**config.mk**
```make
export PLATFORM = sky130hd
export DESIGN_NAME = record_stream_demux_deframer_top_flat
export DESIGN_NICKNAME = d
export VERILOG_FILES = /design/src/hdl/rsdd_pkg.sv /design/src/hdl/rsdd_if.sv /design/src/hdl/rsdd_front.sv /design/src/hdl/rsdd_queue.sv /design/src/hdl/rsdd_back.sv /design/src/hdl/record_stream_demux_deframer_top.sv /design/src/flat_wrapper.sv
export SDC_FILE = /design/constraint.sdc
export NUM_CORES = 1
export LEC_CHECK = 0
export BUFFER_PORTS_ARGS = -buffer_cell sky130_fd_sc_hd__buf_2
export CAP_MARGIN = 40
export CORE_MARGIN = 3
export CORE_UTILIZATION = 40
export DETAILED_ROUTE_END_ITERATION = 7
export GPL_TIMING_DRIVEN = 1
export PLACE_DENSITY = 0.6
export SLEW_MARGIN = 20
export SYNTH_ARGS = -nofsm -noshare
export SYNTH_HDL_FRONTEND = slang
export SYNTH_HIERARCHICAL = 1
export SYNTH_SLANG_ARGS = --single-unit
export TNS_END_PERCENT = 1
```
**constraint.sdc**
```tcl
create_clock -name clk -period 3.7 [get_ports clk]
set_input_delay 0.37 -clock clk [delete_from_list [all_inputs] [get_ports clk]]
set_output_delay 0.37 -clock clk [all_outputs]
set_load 0.01 [all_outputs]
```
**src/hdl/rsdd_pkg.sv**
```systemverilog
// Shared types and constants of the record stream demultiplexer.
`timescale 1ns / 1ps
`default_nettype none
package rsdd_pkg;

	localparam int unsigned BYTE_W  = 8;
	localparam int unsigned COUNT_W = 9;

	typedef logic [BYTE_W-1:0]  byte_t;
	typedef logic [COUNT_W-1:0] chan_count_t;

	// Parser phase: which kind of byte the stream carries next.
	typedef enum logic [1:0] {
		PH_COUNT = 2'd0,
		PH_ID    = 2'd1,
		PH_LEN   = 2'd2,
		PH_DATA  = 2'd3
	} phase_t;

	// One result word as it travels through the queue.
	typedef struct packed {
		byte_t channel;
		byte_t data_byte;
		logic  end_of_record;
		logic  end_of_packet;
		logic  unknown_channel;
	} result_t;

	// Write side of the queue, driven by the front end.
	typedef struct packed {
		logic    valid;
		result_t word;
	} push_t;

endpackage
`default_nettype wire

```
**src/hdl/rsdd_if.sv**
```systemverilog
// Channel interfaces: byte input, result output and configuration write.
`timescale 1ns / 1ps
`default_nettype none
interface rsdd_stream_if;
	logic                 valid;
	logic                 ready;
	logic [7:0]           stream_byte;
	modport source (output valid, output stream_byte, input ready);
	modport sink   (input valid, input stream_byte, output ready);
endinterface

interface rsdd_result_if;
	logic       valid;
	logic       ready;
	logic [7:0] channel;
	logic [7:0] data_byte;
	logic       end_of_record;
	logic       end_of_packet;
	logic       unknown_channel;
	modport source (output valid, output channel, output data_byte, output end_of_record,
		output end_of_packet, output unknown_channel, input ready);
	modport sink   (input valid, input channel, input data_byte, input end_of_record,
		input end_of_packet, input unknown_channel, output ready);
endinterface

interface rsdd_cfg_if;
	logic       valid;
	logic       ready;
	logic [8:0] channel_count;
	modport source (output valid, output channel_count, input ready);
	modport sink   (input valid, input channel_count, output ready);
endinterface
`default_nettype wire

```
**src/hdl/rsdd_front.sv**
```systemverilog
// Front end: parses the framed byte stream and pushes result words.
`timescale 1ns / 1ps
`default_nettype none
module rsdd_front (
	input  wire logic            clk,
	input  wire logic            arst_n,
	rsdd_stream_if.sink          stream,
	rsdd_cfg_if.sink             cfg,
	input  wire logic            queue_full,
	output rsdd_pkg::push_t      push
);
	import rsdd_pkg::*;

	phase_t      phase_q, phase_nxt;
	byte_t       records_left_q;
	byte_t       current_channel_q;
	byte_t       bytes_left_q;
	logic        dropping_q;
	chan_count_t channel_count_q;

	logic  accept;
	byte_t b;
	byte_t rl_dec;
	byte_t bl_dec;
	logic  unknown;

	assign stream.ready = !queue_full;
	assign cfg.ready    = 1'b1;
	assign accept       = stream.valid && !queue_full;
	assign b            = stream.stream_byte;
	assign rl_dec       = records_left_q - 8'd1;
	assign bl_dec       = bytes_left_q - 8'd1;
	assign unknown      = {1'b0, current_channel_q} >= channel_count_q;

	always_ff @(posedge clk or negedge arst_n) begin
		if (!arst_n) begin
			channel_count_q <= '0;
		end else if (cfg.valid) begin
			channel_count_q <= cfg.channel_count;
		end
	end

	// Next phase.
	always_comb begin
		phase_nxt = phase_q;
		case (phase_q)
			PH_COUNT: phase_nxt = (b == 8'd0) ? PH_COUNT : PH_ID;
			PH_ID:    phase_nxt = PH_LEN;
			PH_LEN: begin
				if (b != 8'd0) begin
					phase_nxt = PH_DATA;
				end else begin
					phase_nxt = (rl_dec == 8'd0) ? PH_COUNT : PH_ID;
				end
			end
			PH_DATA: begin
				if (bl_dec == 8'd0) begin
					phase_nxt = (records_left_q == 8'd0) ? PH_COUNT : PH_ID;
				end
			end
			default: phase_nxt = PH_COUNT;
		endcase
	end

	// Result word for the byte on offer.
	always_comb begin
		push.valid                = 1'b0;
		push.word.channel         = current_channel_q;
		push.word.data_byte       = 8'd0;
		push.word.end_of_record   = 1'b0;
		push.word.end_of_packet   = 1'b0;
		push.word.unknown_channel = 1'b0;
		case (phase_q)
			PH_LEN: begin
				push.valid                = accept && unknown;
				push.word.end_of_record   = 1'b1;
				push.word.end_of_packet   = (rl_dec == 8'd0);
				push.word.unknown_channel = 1'b1;
			end
			PH_DATA: begin
				push.valid              = accept && !dropping_q;
				push.word.data_byte     = b;
				push.word.end_of_record = (bl_dec == 8'd0);
				push.word.end_of_packet = (bl_dec == 8'd0) && (records_left_q == 8'd0);
			end
			default: push.valid = 1'b0;
		endcase
	end

	always_ff @(posedge clk or negedge arst_n) begin
		if (!arst_n) begin
			phase_q           <= PH_COUNT;
			records_left_q    <= '0;
			current_channel_q <= '0;
			bytes_left_q      <= '0;
			dropping_q        <= 1'b0;
		end else if (accept) begin
			phase_q <= phase_nxt;
			case (phase_q)
				PH_COUNT: records_left_q <= b;
				PH_ID:    current_channel_q <= b;
				PH_LEN: begin
					records_left_q <= rl_dec;
					bytes_left_q   <= b;
					dropping_q     <= unknown;
				end
				PH_DATA:  bytes_left_q <= bl_dec;
				default:  bytes_left_q <= bytes_left_q;
			endcase
		end
	end

`ifndef ASSERT_OFF
	a_push_on_accept: assert property (@(posedge clk) disable iff (!arst_n)
		push.valid |-> (stream.valid && stream.ready))
		else $error("result pushed without an accepted byte");
	a_data_nonzero: assert property (@(posedge clk) disable iff (!arst_n)
		(phase_q == PH_DATA) |-> (bytes_left_q != 8'd0))
		else $error("data phase with no bytes left");
	a_id_records: assert property (@(posedge clk) disable iff (!arst_n)
		(phase_q == PH_ID) |-> (records_left_q != 8'd0))
		else $error("id phase with no records left");
`endif
endmodule
`default_nettype wire

```
**src/hdl/rsdd_queue.sv**
```systemverilog
// Short queue of result words between front end and output stage.
`timescale 1ns / 1ps
`default_nettype none
module rsdd_queue #(
	parameter int unsigned DEPTH = 4
) (
	input  wire logic              clk,
	input  wire logic              arst_n,
	input  wire rsdd_pkg::push_t   push,
	output logic                   full,
	output logic                   empty,
	output rsdd_pkg::result_t      head,
	input  wire logic              pop
);
	import rsdd_pkg::*;

	localparam int unsigned AW = (DEPTH > 1) ? $clog2(DEPTH) : 1;
	localparam int unsigned CW = $clog2(DEPTH + 1);

	result_t         entry_q [DEPTH];
	logic [AW-1:0]   wr_ptr_q, rd_ptr_q;
	logic [CW-1:0]   count_q;
	logic            do_push, do_pop;

	assign full    = (count_q == CW'(DEPTH));
	assign empty   = (count_q == '0);
	assign do_push = push.valid && !full;
	assign do_pop  = pop && !empty;
	assign head    = entry_q[rd_ptr_q];

	always_ff @(posedge clk) begin
		if (do_push) begin
			entry_q[wr_ptr_q] <= push.word;
		end
	end

	always_ff @(posedge clk or negedge arst_n) begin
		if (!arst_n) begin
			wr_ptr_q <= '0;
			rd_ptr_q <= '0;
			count_q  <= '0;
		end else begin
			if (do_push) begin
				wr_ptr_q <= (wr_ptr_q == AW'(DEPTH - 1)) ? '0 : wr_ptr_q + 1'b1;
			end
			if (do_pop) begin
				rd_ptr_q <= (rd_ptr_q == AW'(DEPTH - 1)) ? '0 : rd_ptr_q + 1'b1;
			end
			case ({do_push, do_pop})
				2'b10:   count_q <= count_q + 1'b1;
				2'b01:   count_q <= count_q - 1'b1;
				default: count_q <= count_q;
			endcase
		end
	end

`ifndef ASSERT_OFF
	a_no_overflow: assert property (@(posedge clk) disable iff (!arst_n)
		!(push.valid && full))
		else $error("push into a full queue");
	a_no_underflow: assert property (@(posedge clk) disable iff (!arst_n)
		!(pop && empty))
		else $error("pop from an empty queue");
	a_count_range: assert property (@(posedge clk) disable iff (!arst_n)
		count_q <= CW'(DEPTH))
		else $error("queue fill count out of range");
`endif
endmodule
`default_nettype wire

```
**src/hdl/rsdd_back.sv**
```systemverilog
// Output stage: registers the queue head onto the result channel.
`timescale 1ns / 1ps
`default_nettype none
module rsdd_back (
	input  wire logic              clk,
	input  wire logic              arst_n,
	input  wire logic              empty,
	input  wire rsdd_pkg::result_t head,
	output logic                   pop,
	rsdd_result_if.source          result
);
	import rsdd_pkg::*;

	logic    valid_q;
	result_t word_q;

	assign pop = !empty && (!valid_q || result.ready);

	always_ff @(posedge clk or negedge arst_n) begin
		if (!arst_n) begin
			valid_q <= 1'b0;
		end else if (!valid_q || result.ready) begin
			valid_q <= !empty;
		end
	end

	always_ff @(posedge clk) begin
		if (pop) begin
			word_q <= head;
		end
	end

	assign result.valid           = valid_q;
	assign result.channel         = word_q.channel;
	assign result.data_byte       = word_q.data_byte;
	assign result.end_of_record   = word_q.end_of_record;
	assign result.end_of_packet   = word_q.end_of_packet;
	assign result.unknown_channel = word_q.unknown_channel;
endmodule
`default_nettype wire

```
**src/hdl/record_stream_demux_deframer_top.sv**
```systemverilog
// Top level of the record stream demultiplexer and deframer.
// Throughput: one stream word per cycle while the result queue is not full, parsed in the front end.
// A result word passes through the queue and then the output register before it reaches the output.
// The queue of QUEUE_DEPTH words lets the input keep flowing while the output is stalled.
// Reset (arst_n, asynchronous, active low) returns the parser to awaiting a count byte.
`timescale 1ns / 1ps
`default_nettype none
module record_stream_demux_deframer_top #(
	parameter int unsigned QUEUE_DEPTH = 4
) (
	input  wire logic       clk,
	input  wire logic       arst_n,
	rsdd_stream_if.sink     stream,
	rsdd_cfg_if.sink        cfg,
	rsdd_result_if.source   result
);
	import rsdd_pkg::*;

	// The front end parses each stream word as it arrives and decides, in the
	// same cycle, whether it yields a result word. Result words go into a short
	// queue; the front end stalls the stream only when that queue is full.
	push_t   push;
	logic    queue_full;
	logic    queue_empty;
	result_t queue_head;
	logic    queue_pop;

	rsdd_front u_front (
		.clk        (clk),
		.arst_n     (arst_n),
		.stream     (stream),
		.cfg        (cfg),
		.queue_full (queue_full),
		.push       (push)
	);

	// The queue decouples the parser from the consumer of results.
	rsdd_queue #(
		.DEPTH (QUEUE_DEPTH)
	) u_queue (
		.clk    (clk),
		.arst_n (arst_n),
		.push   (push),
		.full   (queue_full),
		.empty  (queue_empty),
		.head   (queue_head),
		.pop    (queue_pop)
	);

	// The back end holds one word in an output register and refills it from
	// the queue whenever that register is empty or its word is being taken.
	rsdd_back u_back (
		.clk    (clk),
		.arst_n (arst_n),
		.empty  (queue_empty),
		.head   (queue_head),
		.pop    (queue_pop),
		.result (result)
	);
endmodule
`default_nettype wire

```
**src/flat_wrapper.sv**
```systemverilog
// flat-port wrapper written by rule: the top's interface ports become plain ports
module record_stream_demux_deframer_top_flat import rsdd_pkg::*;
#(
	parameter int unsigned QUEUE_DEPTH = 4
)
  (clk, arst_n, stream_valid, stream_stream_byte, stream_ready, cfg_valid, cfg_channel_count, cfg_ready, result_valid, result_channel, result_data_byte, result_end_of_record, result_end_of_packet, result_unknown_channel, result_ready);
  rsdd_stream_if stream_i ();
  rsdd_cfg_if cfg_i ();
  rsdd_result_if result_i ();
  input  wire logic clk;
  input  wire logic arst_n;
  input wire logic [$bits(stream_i.valid)-1:0] stream_valid;
  input wire logic [$bits(stream_i.stream_byte)-1:0] stream_stream_byte;
  output wire logic [$bits(stream_i.ready)-1:0] stream_ready;
  input wire logic [$bits(cfg_i.valid)-1:0] cfg_valid;
  input wire logic [$bits(cfg_i.channel_count)-1:0] cfg_channel_count;
  output wire logic [$bits(cfg_i.ready)-1:0] cfg_ready;
  output wire logic [$bits(result_i.valid)-1:0] result_valid;
  output wire logic [$bits(result_i.channel)-1:0] result_channel;
  output wire logic [$bits(result_i.data_byte)-1:0] result_data_byte;
  output wire logic [$bits(result_i.end_of_record)-1:0] result_end_of_record;
  output wire logic [$bits(result_i.end_of_packet)-1:0] result_end_of_packet;
  output wire logic [$bits(result_i.unknown_channel)-1:0] result_unknown_channel;
  input wire logic [$bits(result_i.ready)-1:0] result_ready;
  assign stream_i.valid = stream_valid;
  assign stream_i.stream_byte = stream_stream_byte;
  assign stream_ready = stream_i.ready;
  assign cfg_i.valid = cfg_valid;
  assign cfg_i.channel_count = cfg_channel_count;
  assign cfg_ready = cfg_i.ready;
  assign result_valid = result_i.valid;
  assign result_channel = result_i.channel;
  assign result_data_byte = result_i.data_byte;
  assign result_end_of_record = result_i.end_of_record;
  assign result_end_of_packet = result_i.end_of_packet;
  assign result_unknown_channel = result_i.unknown_channel;
  assign result_i.ready = result_ready;
  record_stream_demux_deframer_top #(.QUEUE_DEPTH(QUEUE_DEPTH)) u_core (.clk(clk), .arst_n(arst_n), .stream(stream_i), .cfg(cfg_i), .result(result_i));
endmodule
```
Yosys cells after proc, flatten, opt, wreduce, memory -nomap -nowiden. Memory sizes are Yosys's and may differ from the RTL's. A register that Yosys moved wholly into a read port is not among the register bits. Index checks and enable logic that the tools add are counted.

Output and inout bits: 22. Flip-flop bits (word level): 44. Memory bits (writable): 76. Bits in latches: 0. Memories kept: 1. ROM bits: 0.

Memory list: u_core.u_queue.entry_q (words 4, bits a word 19, rd ports 1, clocked after Yosys merged registers in 1, wr ports 1, line rsdd_queue.sv:20) `result_t entry_q [DEPTH];`.

Div/mod/pow operators: 0. Multiply operators: 0. $lt $le $gt $ge: 1. Shifts and indexed selects: 0. Muxes and demuxes: 17. Equality and inequality tests: 9. Bitwise gates (word level): 0. Add/subtract/negate cells: 6. Reduce and logical (&&, ||, !) cells: 27.

Operators with widths (number): 8-bit zero test (4); 8-bit case mux with 2 select lines (2); 8-bit by 1-bit subtractor with 8-bit output, second input constant (2); 2-bit == test, second input constant (5); 2-bit AND reduction (5); 8-bit by 9-bit >= comparator with 1-bit output (1); 2-bit two-way mux (4); 8-bit two-way mux (1); 2-bit case mux with 4 select lines (1); 8-bit nonzero test (1); 1-bit logical AND (7); 1-bit two-way mux (6); 3-bit case mux with 2 select lines (1); 2-bit nonzero test (3); 2-bit by 1-bit adder with 2-bit output, second input constant (2); 2-bit by 1-bit == test with 1-bit output, second input constant (2); 1-bit zero test (4); 2-bit case mux with 2 select lines (1); 3-bit by 1-bit adder with 3-bit output, second input constant (1); 3-bit == test, second input constant (1); 3-bit zero test (1); 3-bit by 1-bit subtractor with 3-bit output, second input constant (1); 2-bit zero test (1); 2-bit inequality test, second input constant (1); other kinds (2) (2).

Longest topological paths before layout. Gate-level depths: netlist of run 1.

Word-level depth: 8. Depth in mapped cells: 15. Depth with buffers taken out: 15.

Cells and area by module. Netlist of run 1, hierarchy kept.

Modules (own cells, without submodules): rsdd_queue (area each 3224.3 um2, instances 1, cells an instance 139); rsdd_front (area each 2175.8 um2, instances 1, cells an instance 242); rsdd_back (area each 620.6 um2, instances 1, cells an instance 24).

Worst setup path after synthesis of run 1. No wires, ideal clock.

Path kind: flip-flop to flip-flop. Start point: reg u_core.u_front.current_channel_q[0]. End point: reg u_core.u_queue.count_q[2]. Clock period less this slack: 2.578 ns. Buffers on the path: 0. Library setup time: 0.079 ns. Arrival time: 2.499 ns. Stages on the path, launching flop included: 16. Setup slack: 1.122 ns. Cell sequence: dfrtp_1 > inv_1 > ha_1 > nand2b_1 > a21o_1 > a21o_1 > a21oi_1 > o41ai_1 > nor2b_4 > inv_1 > ha_1 > inv_1 > fa_1 > xor2_1 > nor2_1 > xor2_1.

RTL lines: start, declared (line rsdd_front.sv:16) `byte_t current_channel_q;`; start signal, assigned (line rsdd_front.sv:94) `current_channel_q <= '0;`; start signal, assigned (line rsdd_front.sv:101) `PH_ID: current_channel_q <= b;`; end signal, assigned (line rsdd_queue.sv:50) `2'b10: count_q <= count_q + 1'b1;`; end signal, assigned (line rsdd_queue.sv:51) `2'b01: count_q <= count_q - 1'b1;`; end signal, assigned (line rsdd_queue.sv:52) `default: count_q <= count_q;`; end, declared (line rsdd_queue.sv:22) `logic [CW-1:0] count_q;`.

==> flow_metrics.env, run 1 <==
export IMPL_clk_path_buf_depth=2
export IMPL_p_sw_mw=1.88
export IMPL_synth_mux_area_frac=0.107
export IMPL_cts_sinks=139
export IMPL_synth_top_cell_area_share=0.474
export IMPL_wl_per_cell_um=17.4
export IMPL_start_util=0.411
export IMPL_synth_edf_count=95
export IMPL_drive_gt1_frac=0.258
export IMPL_dieArea_um2=16600
export IMPL_ys_flop_type="edfxtp_1"
export IMPL_hold_ws_ps=138
export IMPL_switching_share=0.311
export IMPL_power_share_sequential=0.432
export IMPL_drt_initial_drc_count=211
export IMPL_use_met1=0.204
export IMPL_period_share=0.766
export IMPL_power_clock_fraction=0.261
export IMPL_fill_cells=1286
export IMPL_worst_path_most_repeated_cell="inv_1"
export IMPL_cp_end_kind="flop"
export IMPL_grt_max_degree=31
export IMPL_grt_pass1_vias=3382
export IMPL_synth_top_cell_by_area="edfxtp_1"
export IMPL_gp_congestion=0.769
export IMPL_grt_pass1_wl_um=18600
export IMPL_crit_family="adder cells"
export IMPL_rsz0062_at_grt="no"
export IMPL_cts_tree="built"
export IMPL_placed_area_um2=6440
export IMPL_synth_area_um2=6020
export IMPL_synth_seq_cells=139
export IMPL_dr_pass1_iters=4
export IMPL_synth_xor_area_share=0.00873
export IMPL_cp_data_required_time_ps=4030
export IMPL_synth_top_family_by_area="multiplexers"
export IMPL_fmax_mhz=353
export IMPL_hold_buffers=1
export IMPL_wl_um=11400
export IMPL_numCtsBuffers=17
export IMPL_maxSlewViolCount=0
export IMPL_clock_latency_ps=410
export IMPL_clkTransAtPathRegs_ps=60
export IMPL_p_leak_nw=2.72
export IMPL_fin_nets=497
export IMPL_status="finished, final reports clean"
export IMPL_die_h_um=129
export IMPL_n_antenna_cell=0
export IMPL_drcViolationCount=0
export IMPL_root_buffer="clkbuf_16"
export IMPL_postRouteAntennaNets=0
export IMPL_synth_area_leaders="edfxtp_1 47%, dfrtp_1 18%, mux4_2 7.1%, ha_1 3.7%, mux2_2 2.1%"
export IMPL_yosysWarnings=6
export IMPL_power_mw=6.05
export IMPL_fp_coreArea_um2=14600
export IMPL_use_met3=0.0365
export IMPL_synth_commonest_cells="95 x edfxtp_1, 44 x dfrtp_1, 24 x inv_1"
export IMPL_p_int_mw=4.17
export IMPL_postSynthAreaPerCell_um2=14.9
export IMPL_ir_worst_vdd_v=0.000346
export IMPL_antenna_found_initial=0
export IMPL_synth_yosys_seq_area_share=0.657
export IMPL_path_max_fanout=7
export IMPL_relSlewSlack=0.562
export IMPL_critPathMaxStageDelay_ps=400
export IMPL_synthDistinctLibCells=56
export IMPL_synth_compound_area_frac=0.0688
export IMPL_synthCells=405
export IMPL_hold_path_class="in2reg"
export IMPL_syn_nets=446
export IMPL_cp_slowest_cell="dfrtp_1"
export IMPL_path_cells="inv_1 -> ha_1 -> nand2b_1 -> a21o_1 -> a21o_1 -> a21oi_1 -> o41ai_1 -> nor2b_4 -> inv_1 -> ha_1 -> inv_1 -> fa_1 -> xor2_1 -> nor2_1 -> xor2_1"
export IMPL_design_area_um2=7010
export IMPL_maxCapViolCount=0
export IMPL_skew_ps=7.25
export IMPL_pin_count=44
export IMPL_min_period_ps=2830
export IMPL_grt_use_total=0.149
export IMPL_worstMarginPinSlew_ps=654
export IMPL_die_w_um=129
export IMPL_numPortBuffers=42
export IMPL_vias=3426
export IMPL_timing_hold_violations_final=0
export IMPL_busiest_layer="met2"
export IMPL_yosysMostFrequentCell="edfxtp_1"
export IMPL_syn_to_final_growth_pct=16.5
export IMPL_grtUsageMet2=0.230
export IMPL_cts_resized=0
export IMPL_crit_buf_inv=3
export IMPL_rows=44
export IMPL_dp_hpwl_um=7560
export IMPL_powerDensity_nw_per_um2=863
export IMPL_pwr_share_comb=0.306
export IMPL_synth_adder_area_share=0.0407
export IMPL_synth_simple_area_share=0.0877
export IMPL_setup_tns_final_ps=0
export IMPL_vias_per_cell=5.25
export IMPL_cts_setup_buffers=0
export IMPL_grt_ovfl_total=0
export IMPL_timing_worst_setup_path_type="reg2reg"
export IMPL_async_flop_share=0.317
export IMPL_critPathLaunchType="flop"
export IMPL_ctsHtreeMaxLevel=4
export IMPL_setup_viol=0
export IMPL_arrival_ps=3160
==> through the flow <==
| stage | utilization | cells | worst slack (ps) |
|---|---|---|---|
| after floorplan | - | 405 | 1120 |
| after global placement | 0.437 | 617 | 1000 |
| after detailed placement | 0.440 | 620 | 877 |
| after CTS | 0.479 | 653 | 847 |
| after global routing | 0.479 | 653 | 591 |
| final | 0.479 | 653 | 866 |
==> sequential cells by signal (all words and copies together), names as in the netlist <==
signal / cells
u_core/u_front/records_left_q: 8
u_core/u_back/result.data_byte: 8
u_core/u_front/phase_q: 2
u_core/u_front/bytes_left_q: 8
u_core/u_queue/wr_ptr_q: 2
u_core/u_back/result.end_of_packet: 1
u_core/u_back/result.unknown_channel: 1
u_core/u_back/result.channel: 8
u_core/u_back/result.end_of_record: 1
u_core/u_front/channel_count_q: 9
u_core/u_queue/rd_ptr_q: 2
u_core/u_front/dropping_q: 1
u_core/u_back/result.valid: 1
u_core/u_queue/entry_q: 76
u_core/u_front/current_channel_q: 8
u_core/u_queue/count_q: 3
==> per-layer routing <==
layer  share of wire  vias to the layer above
met5               0                        -
met4           0.013                        0
met3           0.051                       14
met2            0.48                       68
met1            0.45                     1706
li1                -                     1638
==> cells by family after synthesis <==
| logic type | Yosys count |
|---|---|
| DFF | 139 |
| and+or+nand+nor | 91 |
| xor gates and xnor gates | 6 |
| adders and majority gates | 19 |
| muxes | 38 |
| buffers and inverters | 42 |
| AOI/OAI and AO/OA | 69 |
| other | 1 |
==> cells in the final DEF, fill, tap and decap left out, types with 3 or more instances in the layout <==
master and count:
nand3_1 9, inv_1 24, a21o_1 5, clkinv_4 3
nor2_1 13, nor2b_1 4, a21oi_1 17, nor3_1 7
xnor2_1 3, edfxtp_1 95, and2_2 4, mux4_2 19
clkinv_1 5, xor2_1 3, ha_1 18, o21ai_0 20
buf_4 5, dfrtp_1 44, o22ai_1 11, clkbuf_16 17
mux2i_1 6, buf_2 42, o31ai_1 3, nand2b_1 3
nand2_1 19, nor4_1 5, and3_1 10, mux2_2 11
==> area by class of cell <==
cell class              count  area, um^2  share of cell area
well taps                 184         230              0.0328
repair buffers             50         293              0.0418
clock inverters            14         130              0.0186
flip-flops and latches    139        3950               0.564
inverters                  24        90.1              0.0128
clock buffers              18         429              0.0612
multi-input cells         224        1890               0.269
==> power groups by stage <==
stage          Combinational, mW  Sequential, mW  Clock, mW
3_5_place_dp                1.87            2.65          0
2_1_floorplan               1.35            2.63          0
3_3_place_gp                1.78            2.65          0
6_report                    1.85            2.62       1.58
4_1_cts                     1.89            2.62       1.62
5_1_grt                     2.07            2.68       1.69
==> final timing paths <==
kind                                                     start                              to  slack (ps)  cells past startpoint
setup / recovery           u_core/u_front/current_channel_q[0]       u_core/u_queue/count_q[2]         870                     15
hold / removal                                    result_ready      u_core/u_back/result.valid         140                      2
setup reg to reg           u_core/u_front/current_channel_q[0]       u_core/u_queue/count_q[2]         870                     15
hold reg to reg                      u_core/u_front/dropping_q       u_core/u_front/dropping_q         480                      2
max in group asynchronous                               arst_n  u_core/u_front/bytes_left_q[2]        2820                      3
min in group asynchronous                               arst_n      u_core/u_back/result.valid         400                      2
No activity file was read; power rests on OpenSTA's default activity.
==> run 2: changes to the inputs <==
--- a/config.mk
+++ b/config.mk
@@ -11,7 +11,7 @@
 export CORE_UTILIZATION = 40
 export DETAILED_ROUTE_END_ITERATION = 7
 export GPL_TIMING_DRIVEN = 1
-export PLACE_DENSITY = 0.6
+export PLACE_DENSITY = 0.62
 export SLEW_MARGIN = 20
 export SYNTH_ARGS = -nofsm -noshare
 export SYNTH_HDL_FRONTEND = slang
==> constraint.sdc (replaced) <==
create_clock -name clk -period 2.45 [get_ports clk]
set_input_delay 0.245 -clock clk [delete_from_list [all_inputs] [get_ports clk]]
set_output_delay 0.245 -clock clk [all_outputs]
set_load 0.01 [all_outputs]
==> run 2 against run 1 <==
Compared with the run above: the flow now finishes with violations (negative setup slack); clock-buffer cell count is 1 higher; flip-flop and latch count did not move; critical path type unchanged; largest power group unchanged; critical endpoint unchanged; worst setup slack worse by 980 ps; fmax grew 10%.
==> flow_metrics.env, run 2 (synthesized netlist as in run 1, its figures left out) <==
export IMPL_powerDensity_nw_per_um2=1310
export IMPL_pin_count=44
export IMPL_maxCapViolCount=0
export IMPL_rrSetupSlack_ps=-120
export IMPL_wl_per_cell_um=17.1
export IMPL_die_h_um=129
export IMPL_postLayoutSetupSlackWorst_ps=-116
export IMPL_clk_path_buf_depth=2
export IMPL_clock_latency_ps=420
export IMPL_rsz0062_at_grt="yes"
export IMPL_hp_start="cfg_channel_count[4]"
export IMPL_setup_viol=2
export IMPL_cp_end_kind="flop"
export IMPL_path_max_fanout=2
export IMPL_skew_ps=7.12
export IMPL_n_antenna_cell=0
export IMPL_fmax_mhz=390
export IMPL_numCtsBuffers=17
export IMPL_timing_worst_setup_path_type="reg2reg"
export IMPL_cts_tree="built"
export IMPL_routed_top_layer="met4"
export IMPL_maxSlewViolCount=0
export IMPL_numPortBuffers=42
export IMPL_r2r_cells=15
export IMPL_gp_congestion=0.827
export IMPL_crit_family="adder cells"
export IMPL_cp_slowest_cell="dfrtp_1"
export IMPL_wl_met1_um=5140
export IMPL_ir_worst_vdd_v=0.000597
export IMPL_dp_hpwl_um=7650
export IMPL_syn_to_final_growth_pct=21.5
export IMPL_largest_register_ffs=76
export IMPL_cp_data_required_time_ps=2790
export IMPL_r2r_start="u_core/u_front/current_channel_q[0]"
export IMPL_place_inst=646
export IMPL_vias_per_cell=5.24
export IMPL_min_period_ps=2570
export IMPL_met3_length_um=647
export IMPL_status="complete, but fails checks"
export IMPL_critPathLaunchType="flop"
export IMPL_dr_pass1_iters=4
export IMPL_vias=3571
export IMPL_timing_hold_violations_final=0
export IMPL_grt_ovfl_total=0
export IMPL_drcViolationCount=0
export IMPL_critPathMaxStageDelay_ps=390
export IMPL_p_leak_nw=2.87
export IMPL_arrival_ps=2910
export IMPL_grt_max_degree=30
export IMPL_dieArea_um2=16600
export IMPL_postRouteAntennaNets=0
export IMPL_grt_use_total=0.149
export IMPL_hold_depth=3
export IMPL_regMostFlops="u_core/u_queue/entry_q"
export IMPL_clkTransAtPathRegs_ps=60
export IMPL_antenna_found_initial=0
export IMPL_crit_buf_inv=3
export IMPL_reg_top3="u_core/u_queue/entry_q: 76 flops, u_core/u_front/channel_count_q: 9 flops"
export IMPL_hold_path_class="in2reg"
export IMPL_grt_pass1_wl_um=18600
export IMPL_design_area_um2=7310
export IMPL_ctsHtreeMaxLevel=4
export IMPL_final_common_cell="edfxtp_1"
export IMPL_grt_pass1_vias=3510
export IMPL_worstMarginPinSlew_ps=725
export IMPL_placed_area_um2=6670
export IMPL_root_buffer="clkbuf_16"
export IMPL_met2_length_um=5700
export IMPL_most_common_layout_cells="95 x edfxtp_1, 44 x dfrtp_1, 42 x buf_2"
export IMPL_rows=44
export IMPL_start_util=0.411
export IMPL_fill_cells=1245
export IMPL_period_share=1.05
export IMPL_cts_sinks=139
export IMPL_wl_um=11600
export IMPL_fin_cells=681
export IMPL_violations="negative setup slack"
export IMPL_path_cells="inv_2 -> ha_4 -> nand2b_4 -> a21o_1 -> a21o_1 -> a21oi_2 -> o41ai_2 -> nor2b_4 -> inv_2 -> ha_4 -> inv_2 -> fa_2 -> xor2_1 -> nor2_1 -> xor2_1"
export IMPL_drt_initial_drc_count=280
export IMPL_die_w_um=129
export IMPL_regToRegEndpoint="u_core/u_queue/count_q[2]"
export IMPL_drive_gt1_frac=0.332
export IMPL_worst_path_most_repeated_cell="inv_2"
export IMPL_relSlewSlack=0.514
export IMPL_hold_end="u_core/u_front/channel_count_q[4]"
export IMPL_fp_coreArea_um2=14600
export IMPL_fin_nets=525
export IMPL_critPathLaunch="u_core/u_front/current_channel_q[0]"
[run 2: per-layer routing]
metal  global-route usage  up-vias
met5                    0        -
met4               0.0513        0
met3               0.0469       13
met2                0.233       96
met1                0.199     1768
li1                     -     1694
[run 2: through the flow]
| stage | setup TNS, ps | setup slack [ps] | hold slack (ps) | utilization | power (mW) |
|---|---|---|---|---|---|
| after floorplan | -98.0 | -98.0 | -50.6 | - | 6.02 |
| after CTS | -118 | -117 | 17.6 | 0.497 | 9.62 |
| after global routing | -5930 | -246 | 40.2 | 0.499 | 10.2 |
| after detailed placement | -145 | -119 | 286 | 0.456 | 7.15 |
| final | -143 | -116 | 35.1 | 0.499 | 9.60 |
| after global placement | -65.2 | -65.2 | 272 | 0.455 | 7.02 |
[run 2: how the worst max path moves through the flow]
stage	to	slack, ps	cells after the start
global route	u_core/u_queue/count_q[2]	-250	15
finish	u_core/u_queue/count_q[2]	-120	15
detailed placement	u_core/u_queue/count_q[2]	-120	15
global placement	u_core/u_queue/count_q[2]	-70	15
floorplan	u_core/u_queue/count_q[2]	-100	15
CTS	u_core/u_queue/count_q[2]	-120	15
[run 2: final cells by class]
cell class                      count  area [um^2]  share of cell area
Tap cell                          184          230              0.0315
Clock inverter                     13          118              0.0161
Timing Repair Buffer               78          536              0.0732
Inverter                           24         90.1              0.0123
Clock buffer                       19          443              0.0606
Multi-Input combinational cell    224         1940               0.266
Sequential cell                   139         3950               0.541
[run 2: worst reg2reg max path, stage by stage, from the launching register on]
cell and delay (ps):
dfrtp_1 390, inv_2 80, ha_4 190, nand2b_4 130
a21o_1 140, a21o_1 200, a21oi_2 140, o41ai_2 80
nor2b_4 140, inv_2 50, ha_4 120, inv_2 40
fa_2 370, xor2_1 140, nor2_1 120, xor2_1 150
[run 2: power by group]
part,internal (mW),switching [mW]
clock,1.43,0.976
sequential,3.53,0.319
combinational,1.62,1.72
[run 2: what timing repair did]
item                                   4_1_cts  5_1_grt
setup buffers                                1        0
setup endpoints to repair                    2       27
pin swaps                                    4        9
endpoints found under the hold margin       24        0
hold buffers                                 2        0
gates resized for setup                      3        9
==> run 3: changes to the inputs <==
--- a/config.mk
+++ b/config.mk
@@ -5,10 +5,12 @@
 export SDC_FILE = /design/constraint.sdc
 export NUM_CORES = 1
 export LEC_CHECK = 0
+export ABC_AREA = 1
 export BUFFER_PORTS_ARGS = -buffer_cell sky130_fd_sc_hd__buf_2
 export CAP_MARGIN = 40
 export CORE_MARGIN = 3
 export CORE_UTILIZATION = 40
+export CTS_CLUSTER_SIZE = 8
 export DETAILED_ROUTE_END_ITERATION = 7
 export GPL_TIMING_DRIVEN = 1
 export PLACE_DENSITY = 0.62
==> run 3 against run 2 <==
Compared with the run above: the run now ends clean; via count up 26%; design area up 6.0%; flip-flop and latch count unchanged; die area up 7.1%; core utilization down 0.070 points; routed wire length up 16%; sequential power down 4%; hold slack better by 9.2 ps; clock power up 5%; area after synthesis up 7.5%; largest cell class unchanged; highest routed layer unchanged.
==> flow_metrics.env, run 3 <==
export IMPL_status="finished, final reports clean"
export IMPL_synth_top_cell_area_share=0.441
export IMPL_n_antenna_cell=0
export IMPL_numCtsBuffers=17
export IMPL_synth_simple_area_share=0.147
export IMPL_fp_coreArea_um2=15500
export IMPL_maxCapViolCount=0
export IMPL_hold_path_class="in2reg"
export IMPL_vias_per_cell=4.97
export IMPL_fin_cells=908
export IMPL_crit_buf_inv=1
export IMPL_dieArea_um2=17700
export IMPL_synth_yosys_seq_area_share=0.611
export IMPL_skew_ps=6.99
export IMPL_ys_flop_type="edfxtp_1"
export IMPL_cts_sinks=139
export IMPL_wl_um=13500
export IMPL_placed_area_um2=7050
export IMPL_syn_to_final_growth_pct=19.8
export IMPL_synthDistinctLibCells=38
export IMPL_clkTransAtPathRegs_ps=60
export IMPL_power_mw=9.61
export IMPL_start_util=0.417
export IMPL_maxSlewViolCount=0
export IMPL_drive_gt1_frac=0.232
export IMPL_synth_xor_area_share=0.00135
export IMPL_path_max_fanout=3
export IMPL_gp_congestion=0.913
export IMPL_setup_viol=0
export IMPL_syn_nets=658
export IMPL_final_common_cell="nand2_1"
export IMPL_path_cells="ha_1 -> nand2_2 -> nor2_4 -> a21oi_2 -> nand4_1 -> nor2_1 -> nor2_2 -> nand2_2 -> ha_4 -> inv_2 -> fa_2 -> nand2_1 -> nand3_1 -> nand2_1 -> nand2_1"
export IMPL_yosysMostFrequentCell="nand2_1"
export IMPL_relSlewSlack=0.509
export IMPL_most_common_layout_cells="131 x nand2_1, 95 x edfxtp_1, 89 x inv_1"
export IMPL_design_area_um2=7750
export IMPL_synth_compound_area_frac=0.120
export IMPL_ctsHtreeMaxLevel=4
export IMPL_reg_top3="u_core/u_queue/entry_q: 76 flops, u_core/u_front/channel_count_q: 9 flops"
export IMPL_synth_mux_area_frac=0.00174
export IMPL_powerDensity_nw_per_um2=1240
export IMPL_synth_top_family_by_area="simple AND/OR/NAND/NOR gates"
export IMPL_synthCells=617
export IMPL_ir_worst_vdd_v=0.000575
export IMPL_rows=45
export IMPL_critPathMaxStageDelay_ps=380
export IMPL_fin_nets=725
export IMPL_cp_data_required_time_ps=2750
export IMPL_cp_end_kind="flop"
export IMPL_synth_commonest_cells="134 x nand2_1, 95 x edfxtp_1, 91 x inv_1"
export IMPL_fmax_mhz=412
export IMPL_worst_path_most_repeated_cell="nand2_1"
export IMPL_grt_ovfl_total=0
export IMPL_drcViolationCount=0
export IMPL_synth_seq_cells=139
export IMPL_drt_initial_drc_count=309
export IMPL_period_share=0.990
export IMPL_die_h_um=133
export IMPL_synth_adder_area_share=0.0379
export IMPL_arrival_ps=2730
export IMPL_root_buffer="clkbuf_16"
export IMPL_die_w_um=133
export IMPL_clock_latency_ps=410
export IMPL_place_inst=874
export IMPL_antenna_found_initial=0
export IMPL_timing_hold_violations_final=0
export IMPL_pin_count=44
export IMPL_synth_top_cell_by_area="edfxtp_1"
export IMPL_dp_hpwl_um=9030
export IMPL_regMostFlops="u_core/u_queue/entry_q"
export IMPL_synth_area_leaders="edfxtp_1 44%, dfrtp_1 17%, nand2_1 7.8%, inv_1 5.3%, o211ai_2 3.7%"
export IMPL_numPortBuffers=42
export IMPL_rsz0062_at_grt="yes"
export IMPL_critPathLaunchType="flop"
export IMPL_async_flop_share=0.317
export IMPL_r2r_cells=15
export IMPL_hold_depth=3
export IMPL_synth_edf_count=95
export IMPL_postRouteAntennaNets=0
export IMPL_yosysWarnings=6
export IMPL_hold_ws_ps=44.2
export IMPL_cp_depth=15
export IMPL_grt_pass1_wl_um=21900
export IMPL_grt_max_degree=32
export IMPL_min_period_ps=2430
export IMPL_vias=4513
export IMPL_synth_area_um2=6470
export IMPL_cts_tree="built"
export IMPL_postSynthAreaPerCell_um2=10.5
export IMPL_timing_worst_setup_path_type="reg2reg"
export IMPL_p_leak_nw=3.32
export IMPL_clk_path_buf_depth=2
export IMPL_dr_pass1_iters=5
export IMPL_largest_register_ffs=76
export IMPL_crit_family="simple AND/OR/NAND/NOR gates"
export IMPL_grt_pass1_vias=4312
export IMPL_cp_slowest_cell="dfrtp_1"
export IMPL_grt_use_total=0.156
export IMPL_wl_per_cell_um=14.8
export IMPL_worstMarginPinSlew_ps=737
-- run 3: cell count changes after synthesis, moves of 8 or more --
cell | previous run | this run
nand2_1 | 19 | 134
nor2_2 | 0 | 8
inv_1 | 24 | 91
nand3_1 | 9 | 19
mux2_2 | 11 | 1
nor2_1 | 13 | 38
o21ai_0 | 20 | 42
inv_2 | 0 | 9
mux4_2 | 19 | 0
o211ai_1 | 1 | 20
and3_1 | 10 | 0
o211ai_2 | 0 | 19
-- run 3: worst reg2reg max path, stage by stage, from the launching register on --
cell,delay (ps)
dfrtp_1,380
ha_1,310
nand2_2,130
nor2_4,60
a21oi_2,120
nand4_1,190
nor2_1,160
nor2_2,70
nand2_2,110
ha_4,140
inv_2,40
fa_2,350
nand2_1,90
nand3_1,80
nand2_1,60
nand2_1,50
-- run 3: area by class of cell --
type | instances | area, um^2
clock inverter | 13 | 151
sequential | 139 | 3960
timing repair buffer | 69 | 483
multi-input combinational | 357 | 2090
tap | 211 | 264
inverter | 100 | 375
clock buffer | 19 | 433
fill | 1389 | 7790
-- run 3: final timing paths --
check,end,startpoint,slack [ps]
setup / recovery,u_core/u_queue/count_q[2],u_core/u_front/current_channel_q[7],20
hold / removal,u_core/u_front/channel_count_q[2],cfg_channel_count[2],40
setup reg to reg,u_core/u_queue/count_q[2],u_core/u_front/current_channel_q[7],20
hold reg to reg,u_core/u_queue/count_q[0],u_core/u_queue/count_q[0],490
max in group asynchronous,u_core/u_front/records_left_q[0],arst_n,1330
min in group asynchronous,u_core/u_front/channel_count_q[8],arst_n,430
-- run 3: power breakdown --
| group | internal, mW | leakage, nW | switching, mW | total (mW) |
|---|---|---|---|---|
| registers | 3.27 | 1.41 | 0.435 | 3.71 |
| logic | 1.29 | 1.63 | 2.11 | 3.40 |
| clock network | 1.59 | 0.275 | 0.927 | 2.51 |
| total | 6.14 | 3.32 | 3.47 | 9.61 |
-- run 3: per-stage QoR --
| stage | worst slack (ps) | util | TNS [ps] |
|---|---|---|---|
| after floorplan | -288 | - | -21910 |
| after global placement | 17.1 | 0.454 | 0 |
| after detailed placement | -65.8 | 0.454 | -118 |
| after CTS | 2.78 | 0.494 | 0 |
| after global routing | -63.0 | 0.499 | -439 |
| final | 24.5 | 0.499 | 0 |
-- run 3: cells by family (layout without fill, tap and decap cells) --
kind of cell               count (synthesis)  after routing
xor gates and xnor gates                   1              1
buffers and inverters                    121            201
AOI/OAI and AO/OA                        113            113
adders and majority gates                 19             19
DFF                                      139            139
muxes                                      1              1
and+or+nand+nor                          222            222
other                                      1              1
-- run 3: repair_timing --
item | CTS | global route
endpoints found under the hold margin | 30 | 0
endpoints found under the setup margin | 2 | 78
hold buffers | 1 | 0
buffers inserted | 0 | 1
pin swaps | 8 | 8
gates resized for setup | 10 | 16
cloned | 0 | 0
-- run 3: per-layer routing --
metal  vias up  GRT usage  share of wire
met2       111      0.257           0.49
met1      2175      0.206           0.45
li1       2207          -              -
met4         0     0.0474          0.017
met3        20     0.0397          0.047
met5         -          0              0
